File: src/sv/rtnv_pkg.sv
`timescale 1ns / 1ps
package rtnv_pkg;

  localparam int CFG_W = 12;
  localparam int CRD_W = 12;
  localparam int SUM_W = 9;
  localparam int LINE_W = 3 * SUM_W;

  localparam logic [CFG_W-1:0] RESET_HALF_WIDTH = 12'd960;
  localparam logic [CFG_W-1:0] RESET_HALF_HEIGHT = 12'd540;
  localparam logic [CFG_W-1:0] HALF_HEIGHT_LIMIT = 12'd2048;
  localparam logic [13:0] LAST_COL_RESET = 14'(2 * RESET_HALF_WIDTH - 1);
  localparam logic [CRD_W-1:0] LAST_ROW_RESET = 12'(2 * RESET_HALF_HEIGHT - 1);

  // BT.709 studio range, 0.16 fixed point
  localparam logic [15:0] K_Y_R = 16'd11966;
  localparam logic [15:0] K_Y_G = 16'd40254;
  localparam logic [15:0] K_Y_B = 16'd4064;
  localparam logic [15:0] K_CB_R = 16'd6595;
  localparam logic [15:0] K_CB_G = 16'd22187;
  localparam logic [15:0] K_CB_B = 16'd28782;
  localparam logic [15:0] K_CR_R = 16'd28782;
  localparam logic [15:0] K_CR_G = 16'd26146;
  localparam logic [15:0] K_CR_B = 16'd2639;
  // offset plus the rounding half
  localparam logic [24:0] OFFS_Y = 25'((16 << 16) + (1 << 15));
  localparam logic [24:0] OFFS_C = 25'((128 << 16) + (1 << 15));

  localparam int QUEUE_DEPTH = 8;
  localparam int QPTR_W = 3;
  localparam int QLEVEL_W = 4;

  typedef enum logic [0:0] {
    REG_HALF_WIDTH  = 1'b0,
    REG_HALF_HEIGHT = 1'b1
  } cfg_reg_t;

  typedef struct packed {
    logic [7:0] blue;
    logic [7:0] green;
    logic [7:0] red;
  } pixel_t;

  typedef struct packed {
    logic             is_chroma;
    logic [7:0]       luma;
    logic [7:0]       chroma_blue;
    logic [7:0]       chroma_red;
    logic [CRD_W-1:0] out_row;
    logic [CRD_W-1:0] out_column;
    logic             last_of_run;
    logic             end_of_frame;
  } result_t;

  typedef struct packed {
    logic [SUM_W-1:0] blue;
    logic [SUM_W-1:0] green;
    logic [SUM_W-1:0] red;
  } pair_sum_t;

  typedef struct packed {
    logic             chroma;
    logic             in_range;
    logic             eof;
    logic [CRD_W-1:0] row;
    logic [CRD_W-1:0] column;
  } tag_t;

  typedef struct packed {
    logic [7:0]       luma;
    logic [7:0]       cb;
    logic [7:0]       cr;
    logic [CRD_W-1:0] row;
    logic [CRD_W-1:0] column;
    logic             chroma;
    logic             eof;
  } entry_t;

endpackage

File: src/sv/rtnv_result_queue.sv
`timescale 1ns / 1ps
module rtnv_result_queue (
  input  logic                          clk,
  input  logic                          rst,
  input  logic                          push,
  input  rtnv_pkg::entry_t              entry,
  output logic                          result_valid,
  input  logic                          result_ready,
  output rtnv_pkg::result_t             result,
  output logic [rtnv_pkg::QLEVEL_W-1:0] fill
);
  import rtnv_pkg::*;

  entry_t              slots [QUEUE_DEPTH];
  logic [QPTR_W-1:0]   wr_ptr, rd_ptr;
  logic [QLEVEL_W-1:0] level;
  logic                chroma_phase;
  entry_t              head;
  logic                take, pop;

  always_comb begin
    head = slots[rd_ptr];
    result_valid = (level != '0);
    take = result_valid & result_ready;
    // a pixel with a chroma word leaves after its second word
    pop = take & (chroma_phase | ~head.chroma);
    fill = level;

    result.is_chroma = chroma_phase;
    result.luma = chroma_phase ? 8'd0 : head.luma;
    result.chroma_blue = chroma_phase ? head.cb : 8'd0;
    result.chroma_red = chroma_phase ? head.cr : 8'd0;
    result.out_row = chroma_phase ? (head.row >> 1) : head.row;
    result.out_column = chroma_phase ? (head.column >> 1) : head.column;
    result.last_of_run = chroma_phase | ~head.chroma;
    result.end_of_frame = head.eof;
  end

  always_ff @(posedge clk) begin
    if (rst) begin
      wr_ptr <= '0;
      rd_ptr <= '0;
      level <= '0;
      chroma_phase <= 1'b0;
    end else begin
      if (push) begin
        wr_ptr <= wr_ptr + 1'b1;
      end
      if (pop) begin
        rd_ptr <= rd_ptr + 1'b1;
        chroma_phase <= 1'b0;
      end else if (take) begin
        chroma_phase <= 1'b1;
      end
      case ({push, pop})
        2'b10:   level <= level + 1'b1;
        2'b01:   level <= level - 1'b1;
        default: level <= level;
      endcase
    end
  end

  always_ff @(posedge clk) begin
    if (push) begin
      slots[wr_ptr] <= entry;
    end
  end

endmodule

File: config.mk
export PLATFORM = sky130hd
export DESIGN_NAME = rtnv_result_queue
export DESIGN_NICKNAME = d
export VERILOG_FILES = /design/src/sv/rtnv_pkg.sv /design/src/sv/rtnv_result_queue.sv
export SDC_FILE = /design/constraint.sdc
export NUM_CORES = 1
export LEC_CHECK = 0
export BUFFER_PORTS_ARGS = -buffer_cell sky130_fd_sc_hd__buf_2
export CAP_MARGIN = 20
export CORE_MARGIN = 4
export CORE_UTILIZATION = 50
export DETAILED_ROUTE_END_ITERATION = 8
export PLACE_DENSITY = 0.68
export SLEW_MARGIN = 20
export SYNTH_ARGS = -nofsm -noshare
export SYNTH_HDL_FRONTEND = slang
export SYNTH_SLANG_ARGS = --single-unit
File: constraint.sdc
create_clock -name clk -period 10.2 [get_ports clk]
set_input_delay 0.51 -clock clk [delete_from_list [all_inputs] [get_ports clk]]
set_output_delay 0.51 -clock clk [all_outputs]
set_load 0.02 [all_outputs]
==> results.sh <==
export IMPL_synthTopCellsByArea="edfxtp_1 74%, mux4_2 16%, dfxtp_1 1.7%, nand2_1 1.4%, a21boi_0 0.74%"
export IMPL_netlist_area_sq_mm=0.0162
export IMPL_yosysTopAreaCell="edfxtp_1"
export IMPL_ys_warn_count=0
export IMPL_worst_endpoint_arrival_ns=3.56
export IMPL_setup_tns_ns=0
export IMPL_ant_nets=0
export IMPL_synth_top_flop_cell="edfxtp_1"
export IMPL_ir_drop_mv=0.178
export IMPL_cts_post_setup_buffers_inserted=0
export IMPL_drt_iter0_drc=572
export IMPL_async_flop_share=0
export IMPL_routabilityCongestion=0.720
export IMPL_crit_family="buffers and inverters"
export IMPL_htree_levels=2
export IMPL_drt_pass1_iter_count=5
export IMPL_p_leak_nw=5.92
export IMPL_crit_chain="buf_4 -> mux4_2 -> and2_1 -> a211oi_1 -> a21oi_1 -> buf_2"
export IMPL_status="finished, final reports clean"
export IMPL_die_x_um=188
export IMPL_grt_util_all_layers=0.181
export IMPL_synth_cell_types=45
export IMPL_p_per_area_mw_per_mm2=232
export IMPL_core_rowCount=65
export IMPL_cp_endpoint="result[24]"
export IMPL_synth_top_cell_area_share=0.741
export IMPL_pin_count=110
export IMPL_r2r_end="fill[2]$_SDFFE_PP0P_"
export IMPL_finalCritPeriodShare=0.399
export IMPL_drc=0
export IMPL_syn2layout_area_growth_pct=13.8
export IMPL_nets=936
export IMPL_layout_drive_gt1_share=0.337
export IMPL_fmax_mhz=245
export IMPL_cts_buffers=41
export IMPL_min_path_type="input port to register"
export IMPL_dpl_hpwl_um=16200
export IMPL_via_count=7601
export IMPL_critPathRequiredTime_ns=9.69
export IMPL_holdBufCountCts=0
export IMPL_utilization=0.580
export IMPL_cts_tree="yes"
export IMPL_critical_path_class="register to output port"
export IMPL_root_buffer="clkbuf_16"
export IMPL_wl_per_cell_um=23.6
export IMPL_setup_viol=0
export IMPL_grt_pass1_vias=8037
export IMPL_cp_slowest_cell="buf_4"
export IMPL_r2r_cells=12
export IMPL_clock_sinks=414
export IMPL_slowest_delay_ns=0.79
export IMPL_period_minus_slack_ns=4.07
export IMPL_start_util=0.509
export IMPL_clock_latency_ns=0.52
export IMPL_die_h_um=188
export IMPL_syn_avg_cell_area_sq_um=21.6
export IMPL_path_depth=6
export IMPL_die_area_sq_mm=0.0353
export IMPL_path_buf_inv=2
export IMPL_post_cts_resized=0
export IMPL_overflow=0
export IMPL_rsz0062_at_grt="false"
export IMPL_fin_skew_ns=0.0146
export IMPL_clk_path_buf_depth=3
export IMPL_synth_nets=810
export IMPL_mostFrequentLayoutCells="400 x edfxtp_1, 115 x mux4_2, 109 x buf_2, 61 x nand2_1, 41 x clkbuf_16"
export IMPL_drv_slew=0
export IMPL_synth_seq_cells=414
export IMPL_hold_depth=1
export IMPL_synth_edf_count=400
export IMPL_startpoint_type="register"
export IMPL_path_max_fanout=61
export IMPL_cp_end_kind="output port"
export IMPL_grt_pass1_wl_um=49200
export IMPL_routed_wl_um=31600
export IMPL_vias_per_cell=5.68
export IMPL_slew_headroom=0.387
export IMPL_rrSetupSlack_ns=6.17
export IMPL_synth_cells=751
export IMPL_layout_commonest_cell="edfxtp_1"
export IMPL_path_clk_slew_ns=0.06
export IMPL_maxCapViolations=0
export IMPL_coreArea_sq_mm=0.0318
export IMPL_ys_seq_area_frac=0.759
export IMPL_hold_violations=0
export IMPL_grt_max_degree=62
export IMPL_io_buffers=109
export IMPL_worst_pin_slew_ns=0.919
export IMPL_antenna_found_initial=6
## per-stage QoR
step | setup WS, ns | instances | area (sq um) | power (mW) | hold slack, ns
final | 6.13 | 1339 | 18400 | 4.28 | 0.259
after floorplan | 5.66 | 751 | 16200 | 2.72 | 0.492
after global placement | 6.23 | 1269 | 17200 | 2.95 | 0.522
after global routing | 5.85 | 1339 | 18400 | 4.48 | 0.253
after CTS | 6.03 | 1338 | 18400 | 4.34 | 0.236
after detailed placement | 6.17 | 1269 | 17200 | 2.96 | 0.518
## how the worst min path moves through the flow
stage                                start                endpoint
floorplan           wr_ptr[2]$_SDFFE_PP0P_  wr_ptr[2]$_SDFFE_PP0P_
global placement    wr_ptr[2]$_SDFFE_PP0P_  wr_ptr[2]$_SDFFE_PP0P_
detailed placement  wr_ptr[2]$_SDFFE_PP0P_  wr_ptr[2]$_SDFFE_PP0P_
CTS                              entry[10]  slots[3][10]$_DFFE_PP_
global route                     entry[13]  slots[3][13]$_DFFE_PP_
finish                           entry[33]  slots[5][33]$_DFFE_PP_
## cell usage after synthesis, drive strengths merged, types with 2 or more instances
cell / n
a211oi: 3
a21boi: 16
a21oi: 12
a221o: 2
a31oi: 3
and2: 2
buf: 26
clkbuf: 14
dfxtp: 14
edfxtp: 400
ha: 5
inv: 4
mux2: 3
mux2i: 8
mux4: 115
nand2: 61
nand2b: 6
nand3: 3
nand3b: 3
nor2: 17
nor2b: 3
nor3: 5
nor3b: 2
o21ai: 5
xor2: 4
## report_power, final
group	total (mW)	leakage [nW]	internal, mW	switching, mW
Combinational	0.937	1.58	0.433	0.503
Clock	1.38	0.590	0.809	0.572
Sequential	1.97	3.75	1.92	0.0439
## sequential cells by signal, summed over array words and instances, names as in the netlist, named ones only
signal / flops
wr_ptr: 3
fill: 4
slots: 400
chroma_phase: 1
rd_ptr: 3
## kinds of logic (layout without fill, tap and decap cells)
| group | after synthesis | count (layout) | synth area share |
|---|---|---|---|
| AO/OA/AOI/OAI | 49 | 49 | 0.0220 |
| buffers and inverters | 44 | 196 | 0.0158 |
| flip-flops | 414 | 414 | 0.759 |
| AND/OR/NAND/NOR | 108 | 108 | 0.0300 |
| other | 0 | 1 | 0 |
| multiplexers | 126 | 126 | 0.167 |
| XOR/XNOR | 5 | 5 | 0.00270 |
| adder cells (fa/ha/maj) | 5 | 5 | 0.00386 |
## area by class of cell
cell class                 count  area, sq um
antenna                        1         2.50
clock buffer                  52         1070
clock inverter                17          146
fill                        2332        13400
inverter                       4         15.0
multi-input combinational    293         3710
sequential                   414        12300
tap                          435          544
timing repair buffer         123          654
## layer usage
metal	track usage	vias up	part of all wire
met5	0	-	0.0021
met2	0.297	200	0.50
met4	0.0429	10	0.019
met1	0.254	3969	0.42
li1	-	3364	-
met3	0.0378	58	0.058
## worst reg2reg max path, cell delays in order (launching register included)
cell and delay [ns]:
dfxtp_4 0.74, buf_4 0.82, nor2_1 0.21, a221oi_2 0.45
o21ai_1 0.19, and2b_1 0.22, ha_1 0.27, xor2_1 0.17
ha_1 0.19, a21oi_1 0.14, xor2_1 0.09, or3_1 0.31
a21oi_1 0.15
Power figures use the tool's default switching activity.
