===== config.mk =====
export PLATFORM = sky130hd
export DESIGN_NAME = rtnv_color_pipe
export DESIGN_NICKNAME = d
export VERILOG_FILES = /design/src/sv/rtnv_pkg.sv /design/src/sv/rtnv_color_pipe.sv
export SDC_FILE = /design/constraint.sdc
export NUM_CORES = 1
export LEC_CHECK = 0
export BUFFER_PORTS_ARGS = -buffer_cell sky130_fd_sc_hd__buf_2
export CAP_MARGIN = 10
export CORE_UTILIZATION = 30
export DETAILED_ROUTE_END_ITERATION = 16
export SLEW_MARGIN = 40
export SYNTH_ARGS = -nofsm -noshare
export SYNTH_HDL_FRONTEND = slang
export SYNTH_SLANG_ARGS = --single-unit
export TNS_END_PERCENT = 50

===== constraint.sdc =====
create_clock -name clk -period 4.2 [get_ports clk]
set_input_delay 0.63 -clock clk [delete_from_list [all_inputs] [get_ports clk]]
set_output_delay 0.63 -clock clk [all_outputs]
set_load 0.1 [all_outputs]

===== src/sv/rtnv_pkg.sv =====
`timescale 1ns / 1ps
package rtnv_pkg;

  localparam int CFG_W = 12;
  localparam int CRD_W = 12;
  localparam int SUM_W = 9;
  localparam int LINE_W = 3 * SUM_W;

  localparam logic [CFG_W-1:0] RESET_HALF_WIDTH = 12'd960;
  localparam logic [CFG_W-1:0] RESET_HALF_HEIGHT = 12'd540;
  localparam logic [CFG_W-1:0] HALF_HEIGHT_LIMIT = 12'd2048;
  localparam logic [13:0] LAST_COL_RESET = 14'(2 * RESET_HALF_WIDTH - 1);
  localparam logic [CRD_W-1:0] LAST_ROW_RESET = 12'(2 * RESET_HALF_HEIGHT - 1);

  // BT.709 studio range, 0.16 fixed point
  localparam logic [15:0] K_Y_R = 16'd11966;
  localparam logic [15:0] K_Y_G = 16'd40254;
  localparam logic [15:0] K_Y_B = 16'd4064;
  localparam logic [15:0] K_CB_R = 16'd6595;
  localparam logic [15:0] K_CB_G = 16'd22187;
  localparam logic [15:0] K_CB_B = 16'd28782;
  localparam logic [15:0] K_CR_R = 16'd28782;
  localparam logic [15:0] K_CR_G = 16'd26146;
  localparam logic [15:0] K_CR_B = 16'd2639;
  // offset plus the rounding half
  localparam logic [24:0] OFFS_Y = 25'((16 << 16) + (1 << 15));
  localparam logic [24:0] OFFS_C = 25'((128 << 16) + (1 << 15));

  localparam int QUEUE_DEPTH = 8;
  localparam int QPTR_W = 3;
  localparam int QLEVEL_W = 4;

  typedef enum logic [0:0] {
    REG_HALF_WIDTH  = 1'b0,
    REG_HALF_HEIGHT = 1'b1
  } cfg_reg_t;

  typedef struct packed {
    logic [7:0] blue;
    logic [7:0] green;
    logic [7:0] red;
  } pixel_t;

  typedef struct packed {
    logic             is_chroma;
    logic [7:0]       luma;
    logic [7:0]       chroma_blue;
    logic [7:0]       chroma_red;
    logic [CRD_W-1:0] out_row;
    logic [CRD_W-1:0] out_column;
    logic             last_of_run;
    logic             end_of_frame;
  } result_t;

  typedef struct packed {
    logic [SUM_W-1:0] blue;
    logic [SUM_W-1:0] green;
    logic [SUM_W-1:0] red;
  } pair_sum_t;

  typedef struct packed {
    logic             chroma;
    logic             in_range;
    logic             eof;
    logic [CRD_W-1:0] row;
    logic [CRD_W-1:0] column;
  } tag_t;

  typedef struct packed {
    logic [7:0]       luma;
    logic [7:0]       cb;
    logic [7:0]       cr;
    logic [CRD_W-1:0] row;
    logic [CRD_W-1:0] column;
    logic             chroma;
    logic             eof;
  } entry_t;

endpackage


===== src/sv/rtnv_color_pipe.sv =====
`timescale 1ns / 1ps
module rtnv_color_pipe (
  input  logic                        clk,
  input  logic                        rst,
  input  logic                        issue,
  input  rtnv_pkg::pixel_t            pix,
  input  rtnv_pkg::pair_sum_t         sums,
  input  rtnv_pkg::tag_t              tag,
  input  logic [rtnv_pkg::LINE_W-1:0] above,
  output logic                        push,
  output rtnv_pkg::entry_t            entry,
  output logic [1:0]                  inflight
);
  import rtnv_pkg::*;

  function automatic logic [7:0] round_clamp(input logic signed [25:0] v);
    logic [7:0] r;
    if (v < 0) begin
      r = 8'd0;
    end else if (v[24:16] > 9'd255) begin
      r = 8'd255;
    end else begin
      r = v[23:16];
    end
    return r;
  endfunction

  logic v1, v2, v3;

  // stage 1: registered at accept, line word arrives from the RAM
  pixel_t    s1_pix;
  pair_sum_t s1_sum;
  tag_t      s1_tag;

  // stage 2: luma products and 2x2 averages
  logic [23:0] s2_yr, s2_yg, s2_yb;
  logic [7:0]  s2_ab, s2_ag, s2_ar;
  tag_t        s2_tag;

  // stage 3: luma byte and chroma products
  logic [7:0]  s3_luma;
  logic [22:0] s3_cb_r, s3_cb_g, s3_cb_b, s3_cr_r, s3_cr_g, s3_cr_b;
  tag_t        s3_tag;

  logic [LINE_W-1:0] above_m;
  logic [7:0]        avg_b, avg_g, avg_r;
  logic [24:0]       y_sum;
  logic signed [25:0] cb_v, cr_v;

  always_comb begin
    // drop a line word that lies beyond the store
    above_m = s1_tag.in_range ? above : '0;
    avg_b = 8'((10'(s1_sum.blue) + 10'(above_m[3*SUM_W-1:2*SUM_W])) >> 2);
    avg_g = 8'((10'(s1_sum.green) + 10'(above_m[2*SUM_W-1:SUM_W])) >> 2);
    avg_r = 8'((10'(s1_sum.red) + 10'(above_m[SUM_W-1:0])) >> 2);
    y_sum = 25'(s2_yr) + 25'(s2_yg) + 25'(s2_yb) + OFFS_Y;
    cb_v = signed'(26'(OFFS_C) + 26'(s3_cb_b) - 26'(s3_cb_r) - 26'(s3_cb_g));
    cr_v = signed'(26'(OFFS_C) + 26'(s3_cr_r) - 26'(s3_cr_g) - 26'(s3_cr_b));
  end

  always_ff @(posedge clk) begin
    if (rst) begin
      v1 <= 1'b0;
      v2 <= 1'b0;
      v3 <= 1'b0;
    end else begin
      v1 <= issue;
      v2 <= v1;
      v3 <= v2;
    end
  end

  always_ff @(posedge clk) begin
    s1_pix <= pix;
    s1_sum <= sums;
    s1_tag <= tag;

    s2_yr  <= 24'(K_Y_R) * 24'(s1_pix.red);
    s2_yg  <= 24'(K_Y_G) * 24'(s1_pix.green);
    s2_yb  <= 24'(K_Y_B) * 24'(s1_pix.blue);
    s2_ab  <= avg_b;
    s2_ag  <= avg_g;
    s2_ar  <= avg_r;
    s2_tag <= s1_tag;

    s3_luma <= round_clamp(signed'(26'(y_sum)));
    s3_cb_r <= 23'(24'(K_CB_R) * 24'(s2_ar));
    s3_cb_g <= 23'(24'(K_CB_G) * 24'(s2_ag));
    s3_cb_b <= 23'(24'(K_CB_B) * 24'(s2_ab));
    s3_cr_r <= 23'(24'(K_CR_R) * 24'(s2_ar));
    s3_cr_g <= 23'(24'(K_CR_G) * 24'(s2_ag));
    s3_cr_b <= 23'(24'(K_CR_B) * 24'(s2_ab));
    s3_tag  <= s2_tag;
  end

  always_comb begin
    push = v3;
    entry.luma = s3_luma;
    entry.cb = round_clamp(cb_v);
    entry.cr = round_clamp(cr_v);
    entry.row = s3_tag.row;
    entry.column = s3_tag.column;
    entry.chroma = s3_tag.chroma;
    entry.eof = s3_tag.eof;
    inflight = 2'(v1) + 2'(v2) + 2'(v3);
  end

endmodule


==> impl_metrics.ini <==
[outcome]
outcome = finished with violations
violations = negative setup slack

[drt]
ant_nets = 0
vias = 18964
routed_wl_microns = 60900
via_per_inst = 4.35
dr.pass1.iters = 4
drt_iter0_markers = 458
drcViolationCount = 0
wl_per_cell_microns = 14.0

[global_routing]
grt_overflow = 0
grt_busiest_layer = met2
grt_pass1_wl_microns = 99500
track_usage_pct = 13.3
met2_usage_pct = 23.9
use_met1_pct = 15.9
antenna_found_initial = 5
met3_usage_pct = 2.42
grt_pass1_vias = 19784
grt_start_max_net_pins = 22

[clocking]
hold_buffers = 0
cts_buffers = 42
clock_latency_ns = 0.58
path_clk_slew_ns = 0.06
cts_tree = yes
root_buffer = clkbuf_16
cts.sinks = 348
clk_path_buf_depth = 3
htree_levels = 2

[critical_path]
rrSetupSlack_ns = -0.21
crit_fanout = 3
cp.required_ns = 3.57
rr_worst_depth = 16
endpoint = entry[31]
cp-end-kind = output pin
reg2reg_from = s2_ar[7]
worstPathArrival_ns = 4.10
timing.rr.end = s3_cr_r[22]
worstSetupStartpoint = s3_cr_b[8]
start_kind = register
crit_type = register to output pin

[timing]
hold_violations = 0
period_minus_slack_ns = 4.73
fmax_ghz = 0.212
post-route-period-util_pct = 113
drv_slew = 0
relSlewSlack_pct = 61.4
fin_setup_tns_ns = -6.46
rsz0062_at_grt = yes
worstMarginPinSlew_ns = 0.577
finalSetupViolations = 19
fin_skew_ns = 0.0208
worst_slack_ns = -0.526

[synth]
ys_async_sr_fraction_pct = 0
yosysTopAreaCell = ha_1
syn-num-nets = 3648
synth.distinct_cells = 59
synth_flop_cell = dfxtp_1
synth_area_leaders = ha_1, dfxtp_1, fa_1
synth_top_area_share_pct = 27.2
synth_area_per_cell_sq_um = 10.2
ys_seq_area_share_pct = 25.3
syn-instance-count = 2685
synth_edf_count = 0
ys_ff_latch = 348
syn_area_sq_um = 27500
yosys_warnings = 0

[layout]
utilization_pct = 38.9
nNetsFinal = 4108
multi_input_area_sq_um = 20100
syn_to_final_growth_pct = 28.0
final_common_cell = ha_1
ff_latch_area_sq_um = 7030
final_cells = 4355
final_cell_mix = ha_1, inv_1, dfxtp_1
layout-drive-gt1-share_pct = 24.3
fillers = 8703

[die]
start_util_pct = 30.4
rows = 110
dieWidth_microns = 305
io_pins = 161
dieArea_sq_um = 92900
core_sq_um = 90400
die_h_microns = 305

[job]
maxCapViolations = 0

[placed_design]
io_buffers = 160
dp_cells = 4242
gp_congestion = 0.850
place.detailed.hpwl_microns = 50900

[min_path]
worstHoldPathType = input pin to register
[cell families after synthesis]
family | after synthesis | share of synthesized area, %
XOR/XNOR | 163 | 5.19
buffers and inverters | 556 | 7.59
multiplexers | 3 | 0.109
adder cells (fa/ha/maj) | 855 | 45.9
AO/OA/AOI/OAI | 352 | 8.54
AND/OR/NAND/NOR | 408 | 7.30
flip-flops | 348 | 25.3
[Yosys cell counts (7+ instances only)]
master	number
a211o_1	7
a211oi_1	10
a21o_1	36
a21oi_1	110
a31o_2	7
a31oi_1	17
and2_1	32
and3_1	25
dfxtp_1	348
fa_1	257
ha_1	598
inv_1	553
nand2_1	73
nand2b_1	21
nand3_1	30
nor2_1	108
nor2b_1	27
nor3_1	54
o21a_1	35
o21ai_0	53
o21bai_1	17
o41ai_1	7
or2_2	13
or3_1	8
xnor2_1	125
xor2_1	38
[flip-flops by register name, indices dropped and copies added (netlist names), 15 cells and up]
name / count
s2_yb: 15
s1_tag: 27
entry: 26
s3_cr_g: 21
s3_cr_b: 20
s3_cb_b: 19
s1_pix: 24
s3_cb_g: 23
s2_yg: 23
s2_tag: 26
s3_cr_r: 22
s1_sum: 27
s2_yr: 21
s3_cb_r: 19
[critical path, cell delays in order (launching register included)]
cell and delay [ns]:
dfxtp_2 0.33, fa_1 0.57, inv_2 0.05, ha_4 0.21, ha_4 0.28, nand3_4 0.08, nor4_4 0.32, o21ai_2 0.13
and3_4 0.19, o311a_4 0.33, o21ai_4 0.19, a31oi_4 0.13, xor2_4 0.19, buf_6 0.16, a21oi_4 0.16, buf_12 0.19
[per-layer routing]
metal	share of wire [%]	vias to the layer above	wire, microns
li1	-	9745	-
met1	43	8933	26300
met2	50	192	30500
met3	3.5	86	2140
met4	3.2	8	1930
met5	0.080	-	49
[cell type report]
cell class / count / area share, %
multi-input cells: 1781 / 57.0
diodes: 1 / 0.00711
clock buffers: 51 / 3.34
clock inverters: 26 / 0.857
inverters: 553 / 5.91
well taps: 1176 / 4.18
repair buffers: 419 / 8.68
flip-flops and latches: 348 / 20.0
[through the flow]
step                hold WS [ns]  setup WS (ns)  instance area (sq um)
floorplan                  0.310         -0.113                  27700
global placement           0.310         -0.365                  31900
detailed placement         0.312         -0.327                  31900
CTS                       0.0922         -0.585                  34200
global route              0.0993         -0.691                  35200
finish                     0.146         -0.526                  35200
[worst min path at each step]
| stage | startpoint | endpoint | slack, ns | cells after the start |
|---|---|---|---|---|
| global placement | s2_tag[1] | entry[3] | 0.31 | 0 |
| global route | sums[18] | s1_sum[18] | 0.1 | 1 |
| finish | sums[17] | s1_sum[17] | 0.15 | 1 |
| floorplan | s2_tag[24] | entry[0] | 0.31 | 0 |
| detailed placement | s2_tag[0] | entry[2] | 0.31 | 0 |
| CTS | sums[19] | s1_sum[19] | 0.09 | 1 |
[repair_timing]
| item | CTS | global route |
|---|---|---|
| pin swaps | 93 | 114 |
| buffers inserted | 15 | 21 |
| setup endpoints to repair | 54 | 63 |
| gates resized for setup | 138 | 165 |
| cloned | 0 | 0 |
Power is left out: the tool's default activity adds up to more than one toggle a clock period on the data nets, which glitch-free logic cannot reach.
